## config.mk

```make
export PLATFORM = sky130hd
export DESIGN_NAME = piecewise_bezier_height_lookup
export DESIGN_NICKNAME = d
export VERILOG_FILES = /design/src/rtl/core/bhl_pkg.sv /design/src/rtl/core/piecewise_bezier_height_lookup.sv /design/src/rtl/core/bhl_ram.sv /design/src/rtl/core/bhl_mul.sv /design/src/rtl/core/bhl_sqrt.sv /design/src/rtl/core/bhl_div.sv
export SDC_FILE = /design/constraint.sdc
export NUM_CORES = 2
export LEC_CHECK = 0
export BUFFER_PORTS_ARGS = -buffer_cell sky130_fd_sc_hd__buf_2
export CELL_PAD_IN_SITES_DETAIL_PLACEMENT = 2
export CELL_PAD_IN_SITES_GLOBAL_PLACEMENT = 2
export CORE_ASPECT_RATIO = 1.75
export CORE_MARGIN = 8
export CORE_UTILIZATION = 40
export CTS_BUF_LIST = sky130_fd_sc_hd__clkbuf_4
export DETAILED_ROUTE_END_ITERATION = 8
export MAX_ROUTING_LAYER = met4
export PLACE_DENSITY_LB_ADDON = 0.15
export SLEW_MARGIN = 5
export SYNTH_ARGS = -nofsm -noshare
export SYNTH_HDL_FRONTEND = slang
export SYNTH_SLANG_ARGS = --single-unit
```

## constraint.sdc

```tcl
create_clock -name clk -period 23.6 [get_ports clk]
set_input_delay 4.72 -clock clk [delete_from_list [all_inputs] [get_ports clk]]
set_output_delay 4.72 -clock clk [all_outputs]
set_load 0.01 [all_outputs]
```

## src/rtl/core/bhl_pkg.sv

```systemverilog
// Shared widths, constants and helpers of the Bezier height lookup.
// Used by the top level and by the testbench; no dependencies.
package bhl_pkg;

  localparam int COORD_BITS = 24;
  localparam int FRAC_BITS  = 16;
  localparam int T_W        = FRAC_BITS + 1;
  localparam logic [T_W-1:0] T_ONE = T_W'(1) << FRAC_BITS;

  localparam int A_W   = COORD_BITS + 2;
  localparam int H_W   = COORD_BITS + 1;
  localparam int E_W   = COORD_BITS + 1;
  localparam int D_W   = 2 * E_W;
  localparam int N_W   = COORD_BITS + 2 + FRAC_BITS;
  localparam int DEN_W = COORD_BITS + 1;

  localparam int MUL_A_W = (COORD_BITS + 1 > 2 * FRAC_BITS + 1) ? COORD_BITS + 1
                                                                : 2 * FRAC_BITS + 1;
  localparam int MUL_B_W = (COORD_BITS > T_W) ? COORD_BITS : T_W;
  localparam int PROD_W  = MUL_A_W + MUL_B_W;
  localparam int SUM_W   = PROD_W + 1;

  localparam int IN_FIELDS_W  = 4 + 7 * COORD_BITS;
  localparam int IN_TDATA_W   = ((IN_FIELDS_W + 7) / 8) * 8;
  localparam int OUT_FIELDS_W = COORD_BITS + 4;
  localparam int OUT_TDATA_W  = ((OUT_FIELDS_W + 7) / 8) * 8;

  localparam logic OP_LOAD  = 1'b0;
  localparam logic OP_QUERY = 1'b1;

  // A quotient magnitude with its sign is a usable parameter when it lies in [0, 1].
  function automatic logic t_ok(input logic [N_W-1:0] q, input logic neg);
    logic zero;
    begin
      zero = (q == '0);
      t_ok = zero || (!neg && (q <= N_W'(T_ONE)));
    end
  endfunction

endpackage

```

## src/rtl/core/piecewise_bezier_height_lookup.sv

```systemverilog
// Piecewise quadratic Bezier height lookup, top level.
// A load writes one table slot. A query scans segments one at a time on shared
// bit-serial units: a vertical segment is skipped, a straight one takes a divide, one with a
// negative discriminant ends after the two products, a full quadratic solve adds a root and up
// to two divides, then the height of the hit segment is formed and registered. One item is in flight at a time.
// Reset (rst_n, synchronous) clears the count register and control; the table is not cleared.
module piecewise_bezier_height_lookup
  import bhl_pkg::*;
#(
  parameter int MAX_SEGMENTS = 16
) (
  input  logic                   clk,
  input  logic                   rst_n,
  input  logic                   in_tvalid,
  output logic                   in_tready,
  // seg_index, start_x, start_y, ctrl_x, ctrl_y, end_x, end_y, query_x, zero pad
  input  logic [IN_TDATA_W-1:0]  in_tdata,
  // op
  input  logic                   in_tuser,
  output logic                   out_tvalid,
  input  logic                   out_tready,
  // height, hit_segment, zero pad
  output logic [OUT_TDATA_W-1:0] out_tdata,
  // found
  output logic                   out_tuser,
  input  logic                   cfg_wr_en,
  input  logic [4:0]             cfg_wr_data
);

  localparam int AW = (MAX_SEGMENTS > 1) ? $clog2(MAX_SEGMENTS) : 1;
  localparam int CW = $clog2(MAX_SEGMENTS + 1);
  localparam int CB = COORD_BITS;

  typedef enum logic [11:0] {
    ST_IDLE  = 12'b0000_0000_0001,
    ST_RD    = 12'b0000_0000_0010,
    ST_SETUP = 12'b0000_0000_0100,
    ST_MHH   = 12'b0000_0000_1000,
    ST_MAC   = 12'b0000_0001_0000,
    ST_SQRT  = 12'b0000_0010_0000,
    ST_DIV1  = 12'b0000_0100_0000,
    ST_DIV2  = 12'b0000_1000_0000,
    ST_LDIV  = 12'b0001_0000_0000,
    ST_HMUL  = 12'b0010_0000_0000,
    ST_NEXT  = 12'b0100_0000_0000,
    ST_FIN   = 12'b1000_0000_0000
  } state_t;

  state_t state_r, state_nxt;

  // Input fields
  logic [3:0]           in_seg_index;
  logic signed [CB-1:0] in_start_x, in_start_y, in_ctrl_x, in_ctrl_y, in_end_x, in_end_y;
  logic signed [CB-1:0] in_query_x;

  assign in_seg_index = in_tdata[3:0];
  assign in_start_x   = in_tdata[4 +: CB];
  assign in_start_y   = in_tdata[4 + CB +: CB];
  assign in_ctrl_x    = in_tdata[4 + 2*CB +: CB];
  assign in_ctrl_y    = in_tdata[4 + 3*CB +: CB];
  assign in_end_x     = in_tdata[4 + 4*CB +: CB];
  assign in_end_y     = in_tdata[4 + 5*CB +: CB];
  assign in_query_x   = in_tdata[4 + 6*CB +: CB];

  logic in_acc;
  assign in_tready = (state_r == ST_IDLE);
  assign in_acc    = in_tvalid && in_tready;

  // Configuration
  logic [4:0] seg_count_r;
  always_ff @(posedge clk) begin
    if (!rst_n) begin
      seg_count_r <= '0;
    end else if (cfg_wr_en) begin
      seg_count_r <= cfg_wr_data;
    end
  end

  logic [CW-1:0] lim_now;
  assign lim_now = (32'(seg_count_r) > MAX_SEGMENTS) ? CW'(MAX_SEGMENTS) : CW'(seg_count_r);

  // Segment table
  logic [CW-1:0]   cnt_r, cnt_nxt;
  logic [6*CB-1:0] ram_rdata;
  logic            ram_we;

  assign ram_we = in_acc && (in_tuser == OP_LOAD) && (32'(in_seg_index) < MAX_SEGMENTS);

  bhl_ram #(
    .WIDTH (6 * CB),
    .DEPTH (MAX_SEGMENTS)
  ) u_ram (
    .clk   (clk),
    .we    (ram_we),
    .waddr (AW'(in_seg_index)),
    .wdata ({in_end_y, in_end_x, in_ctrl_y, in_ctrl_x, in_start_y, in_start_x}),
    .re    (state_r == ST_RD),
    .raddr (cnt_r[AW-1:0]),
    .rdata (ram_rdata)
  );

  logic signed [CB-1:0] rd_sx, rd_cx, rd_ex;
  logic [CB-1:0]        rd_sy, rd_cy, rd_ey;
  assign rd_sx = ram_rdata[0 +: CB];
  assign rd_sy = ram_rdata[CB +: CB];
  assign rd_cx = ram_rdata[2*CB +: CB];
  assign rd_cy = ram_rdata[3*CB +: CB];
  assign rd_ex = ram_rdata[4*CB +: CB];
  assign rd_ey = ram_rdata[5*CB +: CB];

  // Working registers
  logic signed [CB-1:0] x_r, x_nxt;
  logic [CW-1:0]        lim_r, lim_nxt;
  logic signed [A_W-1:0] a_r, a_nxt;
  logic signed [H_W-1:0] h_r, h_nxt;
  logic signed [H_W-1:0] c_r, c_nxt;
  logic [CB-1:0]        sy_r, sy_nxt, cy_r, cy_nxt, ey_r, ey_nxt;
  logic [E_W-1:0]       e_r, e_nxt;
  logic [2*CB-1:0]      hh_r, hh_nxt;
  logic [D_W-1:0]       d_r, d_nxt;
  logic [N_W-1:0]       dnum_r, dnum_nxt;
  logic [DEN_W-1:0]     dden_r, dden_nxt;
  logic                 neg_r, neg_nxt;
  logic [T_W-1:0]       t_r, t_nxt;
  logic [MUL_A_W-1:0]   w_r, w_nxt;
  logic [SUM_W-1:0]     sum_r, sum_nxt;
  logic [2:0]           hstep_r, hstep_nxt;
  logic                 found_r, found_nxt;
  logic                 mgo_r, mgo_nxt, sgo_r, sgo_nxt, dgo_r, dgo_nxt;

  // Arithmetic units
  logic [MUL_A_W-1:0] mul_a;
  logic [MUL_B_W-1:0] mul_b;
  logic               mul_done, sqrt_done, div_done;
  logic [PROD_W-1:0]  prod;
  logic [E_W-1:0]     root;
  logic [N_W-1:0]     quot;

  bhl_mul #(.A_W(MUL_A_W), .B_W(MUL_B_W)) u_mul (
    .clk (clk), .rst_n (rst_n), .start (mgo_r), .op_a (mul_a), .op_b (mul_b),
    .done (mul_done), .prod (prod)
  );

  bhl_sqrt #(.R_W(E_W)) u_sqrt (
    .clk (clk), .rst_n (rst_n), .start (sgo_r), .radicand (d_r),
    .done (sqrt_done), .root (root)
  );

  bhl_div #(.NUM_W(N_W), .DEN_W(DEN_W)) u_div (
    .clk (clk), .rst_n (rst_n), .start (dgo_r), .num (dnum_r), .den (dden_r),
    .done (div_done), .quot (quot)
  );

  // Magnitudes of the stored coefficients
  logic [CB-1:0]  habs, cabs;
  logic [CB:0]    aabs;
  logic [H_W-1:0] hneg, cneg;
  logic [A_W-1:0] aneg;
  assign hneg = -h_r;
  assign cneg = -c_r;
  assign aneg = -a_r;
  assign habs = h_r[H_W-1] ? hneg[CB-1:0] : h_r[CB-1:0];
  assign cabs = c_r[H_W-1] ? cneg[CB-1:0] : c_r[CB-1:0];
  assign aabs = a_r[A_W-1] ? aneg[CB:0] : a_r[CB:0];

  logic [T_W-1:0] u_val;
  assign u_val = T_ONE - t_r;

  always_comb begin
    mul_a = '0;
    mul_b = '0;
    case (state_r)
      ST_MHH: begin
        mul_a = MUL_A_W'(habs);
        mul_b = MUL_B_W'(habs);
      end
      ST_MAC: begin
        mul_a = MUL_A_W'(aabs);
        mul_b = MUL_B_W'(cabs);
      end
      ST_HMUL: begin
        case (hstep_r)
          3'd0: begin mul_a = MUL_A_W'(u_val); mul_b = MUL_B_W'(u_val); end
          3'd1: begin mul_a = w_r;             mul_b = MUL_B_W'(sy_r);  end
          3'd2: begin mul_a = MUL_A_W'(u_val); mul_b = MUL_B_W'(t_r);   end
          3'd3: begin mul_a = w_r << 1;        mul_b = MUL_B_W'(cy_r);  end
          3'd4: begin mul_a = MUL_A_W'(t_r);   mul_b = MUL_B_W'(t_r);   end
          3'd5: begin mul_a = w_r;             mul_b = MUL_B_W'(ey_r);  end
          default: begin mul_a = '0; mul_b = '0; end
        endcase
      end
      default: begin
        mul_a = '0;
        mul_b = '0;
      end
    endcase
  end

  // Segment setup values
  logic signed [A_W-1:0] a_new;
  logic signed [H_W-1:0] h_new, c_new;
  assign a_new = A_W'(rd_sx) - (A_W'(rd_cx) <<< 1) + A_W'(rd_ex);
  assign h_new = H_W'(rd_cx) - H_W'(rd_sx);
  assign c_new = H_W'(rd_sx) - H_W'(x_r);

  logic [H_W-1:0] h_new_neg, c_new_neg;
  assign h_new_neg = -h_new;
  assign c_new_neg = -c_new;

  // Discriminant from the two products
  logic [2*CB:0] ac;
  logic [D_W-1:0] d_sum, d_diff;
  logic           ac_big;
  assign ac     = prod[2*CB:0];
  assign d_sum  = D_W'(hh_r) + D_W'(ac);
  assign d_diff = D_W'(hh_r) - D_W'(ac);
  assign ac_big = (D_W'(ac) > D_W'(hh_r));

  // Numerators of the two quadratic roots
  logic signed [CB+2:0] n1, n2;
  logic [CB+2:0]        n1_neg, n2_neg;
  logic [CB+1:0]        n1_abs, n2_abs;
  assign n1     = $signed({2'b00, root}) - (CB+3)'(h_r);
  assign n2     = -(CB+3)'(h_r) - $signed({2'b00, e_r});
  assign n1_neg = -n1;
  assign n2_neg = -n2;
  assign n1_abs = n1[CB+2] ? n1_neg[CB+1:0] : n1[CB+1:0];
  assign n2_abs = n2[CB+2] ? n2_neg[CB+1:0] : n2[CB+1:0];

  logic q_ok;
  assign q_ok = t_ok(quot, neg_r);

  always_comb begin
    state_nxt = state_r;
    cnt_nxt   = cnt_r;
    x_nxt     = x_r;
    lim_nxt   = lim_r;
    a_nxt     = a_r;
    h_nxt     = h_r;
    c_nxt     = c_r;
    sy_nxt    = sy_r;
    cy_nxt    = cy_r;
    ey_nxt    = ey_r;
    e_nxt     = e_r;
    hh_nxt    = hh_r;
    d_nxt     = d_r;
    dnum_nxt  = dnum_r;
    dden_nxt  = dden_r;
    neg_nxt   = neg_r;
    t_nxt     = t_r;
    w_nxt     = w_r;
    sum_nxt   = sum_r;
    hstep_nxt = hstep_r;
    found_nxt = found_r;
    mgo_nxt   = 1'b0;
    sgo_nxt   = 1'b0;
    dgo_nxt   = 1'b0;
    case (state_r)
      ST_IDLE: begin
        if (in_acc && (in_tuser == OP_QUERY)) begin
          x_nxt     = in_query_x;
          lim_nxt   = lim_now;
          cnt_nxt   = '0;
          found_nxt = 1'b0;
          state_nxt = (lim_now == '0) ? ST_FIN : ST_RD;
        end
      end
      ST_RD: begin
        state_nxt = ST_SETUP;
      end
      ST_SETUP: begin
        a_nxt  = a_new;
        h_nxt  = h_new;
        c_nxt  = c_new;
        // Y values are kept offset to unsigned for the weighted sum.
        sy_nxt = {~rd_sy[CB-1], rd_sy[CB-2:0]};
        cy_nxt = {~rd_cy[CB-1], rd_cy[CB-2:0]};
        ey_nxt = {~rd_ey[CB-1], rd_ey[CB-2:0]};
        if (a_new == '0) begin
          if (h_new == '0) begin
            state_nxt = ST_NEXT;
          end else begin
            // Straight segment: t = -c / (2h).
            dnum_nxt  = N_W'({(c_new[H_W-1] ? c_new_neg[CB-1:0] : c_new[CB-1:0]),
                              {FRAC_BITS{1'b0}}});
            dden_nxt  = DEN_W'({(h_new[H_W-1] ? h_new_neg[CB-1:0] : h_new[CB-1:0]), 1'b0});
            neg_nxt   = (c_new > 0) ^ h_new[H_W-1];
            dgo_nxt   = 1'b1;
            state_nxt = ST_LDIV;
          end
        end else begin
          mgo_nxt   = 1'b1;
          state_nxt = ST_MHH;
        end
      end
      ST_MHH: begin
        if (mul_done) begin
          hh_nxt    = prod[2*CB-1:0];
          mgo_nxt   = 1'b1;
          state_nxt = ST_MAC;
        end
      end
      ST_MAC: begin
        if (mul_done) begin
          if (a_r[A_W-1] != c_r[H_W-1]) begin
            d_nxt     = d_sum;
            sgo_nxt   = 1'b1;
            state_nxt = ST_SQRT;
          end else if (ac_big) begin
            state_nxt = ST_NEXT;
          end else begin
            d_nxt     = d_diff;
            sgo_nxt   = 1'b1;
            state_nxt = ST_SQRT;
          end
        end
      end
      ST_SQRT: begin
        if (sqrt_done) begin
          e_nxt     = root;
          dnum_nxt  = N_W'({n1_abs, {FRAC_BITS{1'b0}}});
          dden_nxt  = DEN_W'(aabs);
          neg_nxt   = n1[CB+2] ^ a_r[A_W-1];
          dgo_nxt   = 1'b1;
          state_nxt = ST_DIV1;
        end
      end
      ST_DIV1: begin
        if (div_done) begin
          if (q_ok) begin
            t_nxt     = quot[T_W-1:0];
            sum_nxt   = '0;
            hstep_nxt = '0;
            mgo_nxt   = 1'b1;
            state_nxt = ST_HMUL;
          end else begin
            dnum_nxt  = N_W'({n2_abs, {FRAC_BITS{1'b0}}});
            neg_nxt   = n2[CB+2] ^ a_r[A_W-1];
            dgo_nxt   = 1'b1;
            state_nxt = ST_DIV2;
          end
        end
      end
      ST_DIV2, ST_LDIV: begin
        if (div_done) begin
          if (q_ok) begin
            t_nxt     = quot[T_W-1:0];
            sum_nxt   = '0;
            hstep_nxt = '0;
            mgo_nxt   = 1'b1;
            state_nxt = ST_HMUL;
          end else begin
            state_nxt = ST_NEXT;
          end
        end
      end
      ST_HMUL: begin
        // Even steps form a weight, odd steps scale it by a Y value and accumulate.
        if (mul_done) begin
          if (hstep_r[0]) begin
            sum_nxt = sum_r + SUM_W'(prod);
          end else begin
            w_nxt = prod[MUL_A_W-1:0];
          end
          if (hstep_r == 3'd5) begin
            found_nxt = 1'b1;
            state_nxt = ST_FIN;
          end else begin
            hstep_nxt = hstep_r + 3'd1;
            mgo_nxt   = 1'b1;
          end
        end
      end
      ST_NEXT: begin
        if (CW'(cnt_r + CW'(1)) == lim_r) begin
          found_nxt = 1'b0;
          state_nxt = ST_FIN;
        end else begin
          cnt_nxt   = cnt_r + CW'(1);
          state_nxt = ST_RD;
        end
      end
      ST_FIN: begin
        if (!out_tvalid || out_tready) begin
          state_nxt = ST_IDLE;
        end
      end
      default: begin
        state_nxt = ST_IDLE;
      end
    endcase
  end

  always_ff @(posedge clk) begin
    if (!rst_n) begin
      state_r <= ST_IDLE;
      mgo_r   <= 1'b0;
      sgo_r   <= 1'b0;
      dgo_r   <= 1'b0;
    end else begin
      state_r <= state_nxt;
      mgo_r   <= mgo_nxt;
      sgo_r   <= sgo_nxt;
      dgo_r   <= dgo_nxt;
    end
  end

  always_ff @(posedge clk) begin
    cnt_r   <= cnt_nxt;
    x_r     <= x_nxt;
    lim_r   <= lim_nxt;
    a_r     <= a_nxt;
    h_r     <= h_nxt;
    c_r     <= c_nxt;
    sy_r    <= sy_nxt;
    cy_r    <= cy_nxt;
    ey_r    <= ey_nxt;
    e_r     <= e_nxt;
    hh_r    <= hh_nxt;
    d_r     <= d_nxt;
    dnum_r  <= dnum_nxt;
    dden_r  <= dden_nxt;
    neg_r   <= neg_nxt;
    t_r     <= t_nxt;
    w_r     <= w_nxt;
    sum_r   <= sum_nxt;
    hstep_r <= hstep_nxt;
    found_r <= found_nxt;
  end

  // Round to nearest, saturate, then remove the offset.
  logic [SUM_W-1:0]     rounded;
  logic [SUM_W-33:0]    q_full;
  logic [CB-1:0]        q_sat;
  assign rounded = sum_r + (SUM_W'(1) << 31);
  assign q_full  = rounded[SUM_W-1:32];
  assign q_sat   = (q_full > (SUM_W-32)'({CB{1'b1}})) ? {CB{1'b1}} : q_full[CB-1:0];

  // Output register
  logic                 out_valid_r, out_valid_nxt;
  logic [CB-1:0]        height_r;
  logic [3:0]           hit_r;
  logic                 found_out_r;
  logic                 out_load;

  assign out_load = (state_r == ST_FIN) && (!out_valid_r || out_tready);

  always_comb begin
    out_valid_nxt = out_valid_r && !out_tready;
    if (out_load) begin
      out_valid_nxt = 1'b1;
    end
  end

  always_ff @(posedge clk) begin
    if (!rst_n) begin
      out_valid_r <= 1'b0;
    end else begin
      out_valid_r <= out_valid_nxt;
    end
  end

  always_ff @(posedge clk) begin
    if (out_load) begin
      found_out_r <= found_r;
      height_r    <= found_r ? {~q_sat[CB-1], q_sat[CB-2:0]} : '0;
      hit_r       <= found_r ? 4'(cnt_r) : 4'd0;
    end
  end

  assign out_tvalid = out_valid_r;
  assign out_tuser  = found_out_r;
  assign out_tdata  = OUT_TDATA_W'({hit_r, height_r});

endmodule

```

## src/rtl/core/bhl_ram.sv

```systemverilog
// Generic single-port-write, registered-read RAM.
// Holds the segment table; no dependencies.
module bhl_ram #(
  parameter int WIDTH = 8,
  parameter int DEPTH = 16
) (
  input  logic                                  clk,
  input  logic                                  we,
  input  logic [(DEPTH > 1 ? $clog2(DEPTH) : 1)-1:0] waddr,
  input  logic [WIDTH-1:0]                      wdata,
  input  logic                                  re,
  input  logic [(DEPTH > 1 ? $clog2(DEPTH) : 1)-1:0] raddr,
  output logic [WIDTH-1:0]                      rdata
);

  logic [WIDTH-1:0] mem [DEPTH];

  always_ff @(posedge clk) begin
    if (we) begin
      mem[waddr] <= wdata;
    end
    if (re) begin
      rdata <= mem[raddr];
    end
  end

endmodule

```

## src/rtl/core/bhl_mul.sv

```systemverilog
// Bit-serial unsigned shift-and-add multiplier, one multiplier bit per cycle.
// Standalone; used by the top level for all products.
module bhl_mul #(
  parameter int A_W = 33,
  parameter int B_W = 24
) (
  input  logic             clk,
  input  logic             rst_n,
  input  logic             start,
  input  logic [A_W-1:0]   op_a,
  input  logic [B_W-1:0]   op_b,
  output logic             done,
  output logic [A_W+B_W-1:0] prod
);

  localparam int CNT_W = $clog2(B_W);

  logic [A_W-1:0]   a_r;
  logic [A_W-1:0]   hi_r;
  logic [B_W-1:0]   lo_r;
  logic [CNT_W-1:0] cnt_r;
  logic             busy_r;
  logic             done_r;
  logic [A_W:0]     sum;

  assign sum  = {1'b0, hi_r} + (lo_r[0] ? {1'b0, a_r} : '0);
  assign done = done_r;
  assign prod = {hi_r, lo_r};

  always_ff @(posedge clk) begin
    if (!rst_n) begin
      busy_r <= 1'b0;
      done_r <= 1'b0;
      cnt_r  <= '0;
    end else begin
      done_r <= 1'b0;
      if (start) begin
        busy_r <= 1'b1;
        cnt_r  <= '0;
      end else if (busy_r) begin
        cnt_r <= cnt_r + CNT_W'(1);
        if (cnt_r == CNT_W'(B_W - 1)) begin
          busy_r <= 1'b0;
          done_r <= 1'b1;
        end
      end
    end
  end

  always_ff @(posedge clk) begin
    if (start) begin
      a_r  <= op_a;
      hi_r <= '0;
      lo_r <= op_b;
    end else if (busy_r) begin
      hi_r <= sum[A_W:1];
      lo_r <= {sum[0], lo_r[B_W-1:1]};
    end
  end

endmodule

```

## src/rtl/core/bhl_sqrt.sv

```systemverilog
// Digit-by-digit integer square root, one root bit per cycle.
// Standalone; used by the top level for the discriminant.
module bhl_sqrt #(
  parameter int R_W = 25
) (
  input  logic             clk,
  input  logic             rst_n,
  input  logic             start,
  input  logic [2*R_W-1:0] radicand,
  output logic             done,
  output logic [R_W-1:0]   root
);

  localparam int CNT_W = $clog2(R_W);

  logic [2*R_W-1:0] d_r;
  logic [R_W+2:0]   rem_r;
  logic [R_W-1:0]   root_r;
  logic [CNT_W-1:0] cnt_r;
  logic             busy_r;
  logic             done_r;
  logic [R_W+2:0]   rem_t;
  logic [R_W+2:0]   trial;
  logic             fits;

  assign rem_t = {rem_r[R_W:0], d_r[2*R_W-1 -: 2]};
  assign trial = (R_W+3)'({root_r, 2'b01});
  assign fits  = (rem_t >= trial);
  assign done  = done_r;
  assign root  = root_r;

  always_ff @(posedge clk) begin
    if (!rst_n) begin
      busy_r <= 1'b0;
      done_r <= 1'b0;
      cnt_r  <= '0;
    end else begin
      done_r <= 1'b0;
      if (start) begin
        busy_r <= 1'b1;
        cnt_r  <= '0;
      end else if (busy_r) begin
        cnt_r <= cnt_r + CNT_W'(1);
        if (cnt_r == CNT_W'(R_W - 1)) begin
          busy_r <= 1'b0;
          done_r <= 1'b1;
        end
      end
    end
  end

  always_ff @(posedge clk) begin
    if (start) begin
      d_r    <= radicand;
      rem_r  <= '0;
      root_r <= '0;
    end else if (busy_r) begin
      d_r    <= {d_r[2*R_W-3:0], 2'b00};
      rem_r  <= fits ? rem_t - trial : rem_t;
      root_r <= {root_r[R_W-2:0], fits};
    end
  end

endmodule

```

## src/rtl/core/bhl_div.sv

```systemverilog
// Restoring unsigned divider, one quotient bit per cycle.
// Standalone; used by the top level for the curve parameter.
module bhl_div #(
  parameter int NUM_W = 42,
  parameter int DEN_W = 25
) (
  input  logic             clk,
  input  logic             rst_n,
  input  logic             start,
  input  logic [NUM_W-1:0] num,
  input  logic [DEN_W-1:0] den,
  output logic             done,
  output logic [NUM_W-1:0] quot
);

  localparam int CNT_W = $clog2(NUM_W);

  logic [NUM_W-1:0] num_r;
  logic [DEN_W-1:0] den_r;
  logic [DEN_W:0]   rem_r;
  logic [CNT_W-1:0] cnt_r;
  logic             busy_r;
  logic             done_r;
  logic [DEN_W:0]   rem_t;
  logic             fits;

  assign rem_t = {rem_r[DEN_W-1:0], num_r[NUM_W-1]};
  assign fits  = (rem_t >= {1'b0, den_r});
  assign done  = done_r;
  assign quot  = num_r;

  always_ff @(posedge clk) begin
    if (!rst_n) begin
      busy_r <= 1'b0;
      done_r <= 1'b0;
      cnt_r  <= '0;
    end else begin
      done_r <= 1'b0;
      if (start) begin
        busy_r <= 1'b1;
        cnt_r  <= '0;
      end else if (busy_r) begin
        cnt_r <= cnt_r + CNT_W'(1);
        if (cnt_r == CNT_W'(NUM_W - 1)) begin
          busy_r <= 1'b0;
          done_r <= 1'b1;
        end
      end
    end
  end

  always_ff @(posedge clk) begin
    if (start) begin
      num_r <= num;
      den_r <= den;
      rem_r <= '0;
    end else if (busy_r) begin
      rem_r <= fits ? rem_t - {1'b0, den_r} : rem_t;
      num_r <= {num_r[NUM_W-2:0], fits};
    end
  end

endmodule

```

==> flow_summary.ini <==
[timing]
grt_setup_unrepaired = no
period_needed_ps = 8487
fin_crit_sh_pct = 35.96
tightest_slew_ps = 1474
timing.hold.ws_ps = 424.3
clock.fmax_ghz = 0.1178
final-setup-viol-count = 0
maxSlewViolCount = 0
fin_setup_tns_ps = 0
relSlewSlack_pct = 1.427
hold_viol_final = 0
final.setup_skew_ps = 106.8

[finish]
mostFrequentLayoutCells = edfxtp_1 (3,120), clkbuf_4 (1,087), mux4_2 (720)
areaGrowthSynthToFinish_pct = 11.90
fin_area_um2 = 163900
num-fill-cells = 34950
fin_util_pct = 44.87
nets = 10590
drive_gt1_share_pct = 23.53
final_common_cell = edfxtp_1

[clock_tree]
cts_resized = 0
htree_levels = 6
post_cts.repair.setup_buffers = 0
cts_root_buf = clkbuf_4
clk_latency_ps = 1450
cts_tree = built
numCtsBuffers = 767
cts_sinks = 3272
cts.path.max_buffers = 4
hold_buffers = 0
clk_pin_slew_worst_paths_ps = 70

[critical_path]
cp.arrival_ps = 9490
crit_type = input pin to flip-flop
end_kind = flip-flop
worstPathRequired_ps = 24610
start_kind = input pin
cp_max_fo = 35

[power]
pwr-share-seq_pct = 49.4
p_sw_share_pct = 29.05
combPwrFrac_pct = 13.5
power.density_nw_per_um2 = 81.23
fin_total_pwr_mw = 13.31
clkPwrFrac_pct = 37.1
switchingPower_mw = 3.868
power_leakage_nw = 55.86
internal_power_mw = 9.446
peakVddDrop_v = 0.0001066

[die]
start_util_pct = 40.10
dieWidth_um = 473.4
row_count = 294
die_y_um = 816.5
dieArea_um2 = 386600
ioPinCount = 222
core_area_um2 = 365300

[global_routing]
grt_pass1_vias = 99900
antenna_found_initial = 95
grt_max_degree = 152
grt_pass1_wl_um = 727500
grt_overflow = 0
grt_usage_pct = 26.52

[routing]
firstDrtPassIters = 7
drt-total-wl_um = 534600
vias = 91100
routedWlPerCell_um = 34.37
drc = 0
drtAntennaViolNets = 0
viasPerCell = 5.856
first_iter_violations = 6871

[run]
max-cap-violations = 0

[worst_hold_path]
holdCritPathClass = flip-flop to flip-flop

[run_status]
status = complete, no violations

[place]
gp_congestion = 0.9455
dpl_cell_area_um2 = 153900
portBuffers = 213
place_hpwl_um = 335300

[yosys]
synth_compound_gate_area_share_pct = 7.243
async_reset_ff_share_pct = 0
ys_types = 95
synth-warning-count = 0
syn_avg_cell_area_um2 = 15.95
synth_top_area_share_pct = 63.96
synth-simple-area-share_pct = 5.574
netlist_area_um2 = 146500
synth_mux_area_share_pct = 12.41
synth.top_cells.by_area = edfxtp_1 (64%), mux4_2 (11%), ha_1 (3.5%)
synth_area_leader_cell = edfxtp_1
synth_top_family_by_area = multiplexers
synthAdderAreaFrac_pct = 3.928
synthFlopType = edfxtp_1
yosysSeqAreaShare_pct = 66.04
synthXorXnorAreaFrac_pct = 2.625
synth_edf_count = 3120
ys_seq_elements = 3272
synthCells = 9185
[logic make-up after synthesis]
family / Yosys count
AOI/OAI and AO/OA: 1608
xor gates and xnor gates: 439
adders and majority gates: 440
buffers and inverters: 843
DFF: 3272
muxes: 904
other: 1
and+or+nand+nor: 1678
[worst max-delay path: stages]
cell	delay, ps
buf_2	120
nand3b_1	180
nor2_1	150
nand2_1	270
nor2_4	950
buf_4	620
buf_4	710
buf_4	700
buf_4	740
[path summary, 6_finish.rpt]
check | startpoint | endpoint | slack (ps) | cells after the start
worst max-delay path | in_tuser | u_ram.mem[10][86] | 15110 | 9
worst max register to register | state_r[2] | u_ram.mem[10][86] | 16500 | 11
worst min-delay path | dden_r[24] | u_div.den_r[24] | 420 | 0
worst min register to register | dden_r[24] | u_div.den_r[24] | 420 | 0
[per-stage QoR]
| stage | std cells | setup slack (ps) |
|---|---|---|
| after floorplan | 9188 | 7387 |
| after global placement | 14080 | 14030 |
| after detailed placement | 14080 | 13800 |
| after CTS | 15460 | 15020 |
| after global routing | 15540 | 15020 |
| final | 15560 | 15110 |
[sequential cells by signal (all words and copies together) (netlist names), 25 cells and up]
name,count
e_r,25
u_div.den_r,25
dnum_r,26
u_sqrt.root,25
sum_r,58
a_r,26
u_mul.a_r,33
u_ram.mem,2304
h_r,25
u_sqrt.d_r,50
d_r,50
w_r,33
u_ram.rdata,144
hh_r,48
dden_r,25
u_div.quot,42
u_mul.hi_r,33
c_r,25
u_div.rem_r,25
u_sqrt.rem_r,26
[synth_stat cells, drive strengths merged (53+ instances only)]
| library cell | instances |
|---|---|
| xnor2 | 276 |
| nand2 | 325 |
| nand4 | 53 |
| o21bai | 64 |
| a21oi | 419 |
| o21ai | 307 |
| mux4 | 720 |
| a22oi | 60 |
| and2 | 67 |
| dfxtp | 152 |
| buf | 57 |
| nand2b | 62 |
| nor3 | 143 |
| inv | 471 |
| nor2 | 592 |
| mux2 | 100 |
| nor2b | 81 |
| or3 | 65 |
| edfxtp | 3120 |
| mux2i | 84 |
| o21a | 64 |
| o31ai | 62 |
| a211oi | 78 |
| ha | 407 |
| xor2 | 163 |
| a21o | 119 |
| clkbuf | 311 |
| nand3 | 98 |
[routing by layer]
metal / track usage (%) / vias up / wire length (um)
met3: 3.773 / 1120 / 24260
li1: - / 38310 / -
met5: - / - / 0
met2: 47.97 / 3167 / 286700
met1: 28.35 / 48510 / 191700
met4: 13.13 / 0 / 31940
[layout make-up]
cell class	instances	area [um2]	share of cell area [%]
sequential	3272	96750	59.03
timing repair buffer	375	2432	1.484
tap	4884	6111	3.728
multi-input combinational	5073	46790	28.55
antenna	92	230.2	0.1405
clock inverter	298	1638	0.9993
clock buffer	1087	8160	4.979
inverter	475	1783	1.088
[power groups by stage]
| stage | clock, mW | sequential [mW] | combinational [mW] |
|---|---|---|---|
| after floorplan | 0 | 6.68 | 1.07 |
| after global placement | 0 | 6.69 | 1.71 |
| after detailed placement | 0 | 6.70 | 1.79 |
| after CTS | 4.94 | 6.58 | 1.81 |
| after global routing | 5.28 | 6.58 | 1.90 |
| final | 4.94 | 6.58 | 1.80 |
(Power assumes the default switching activity.)
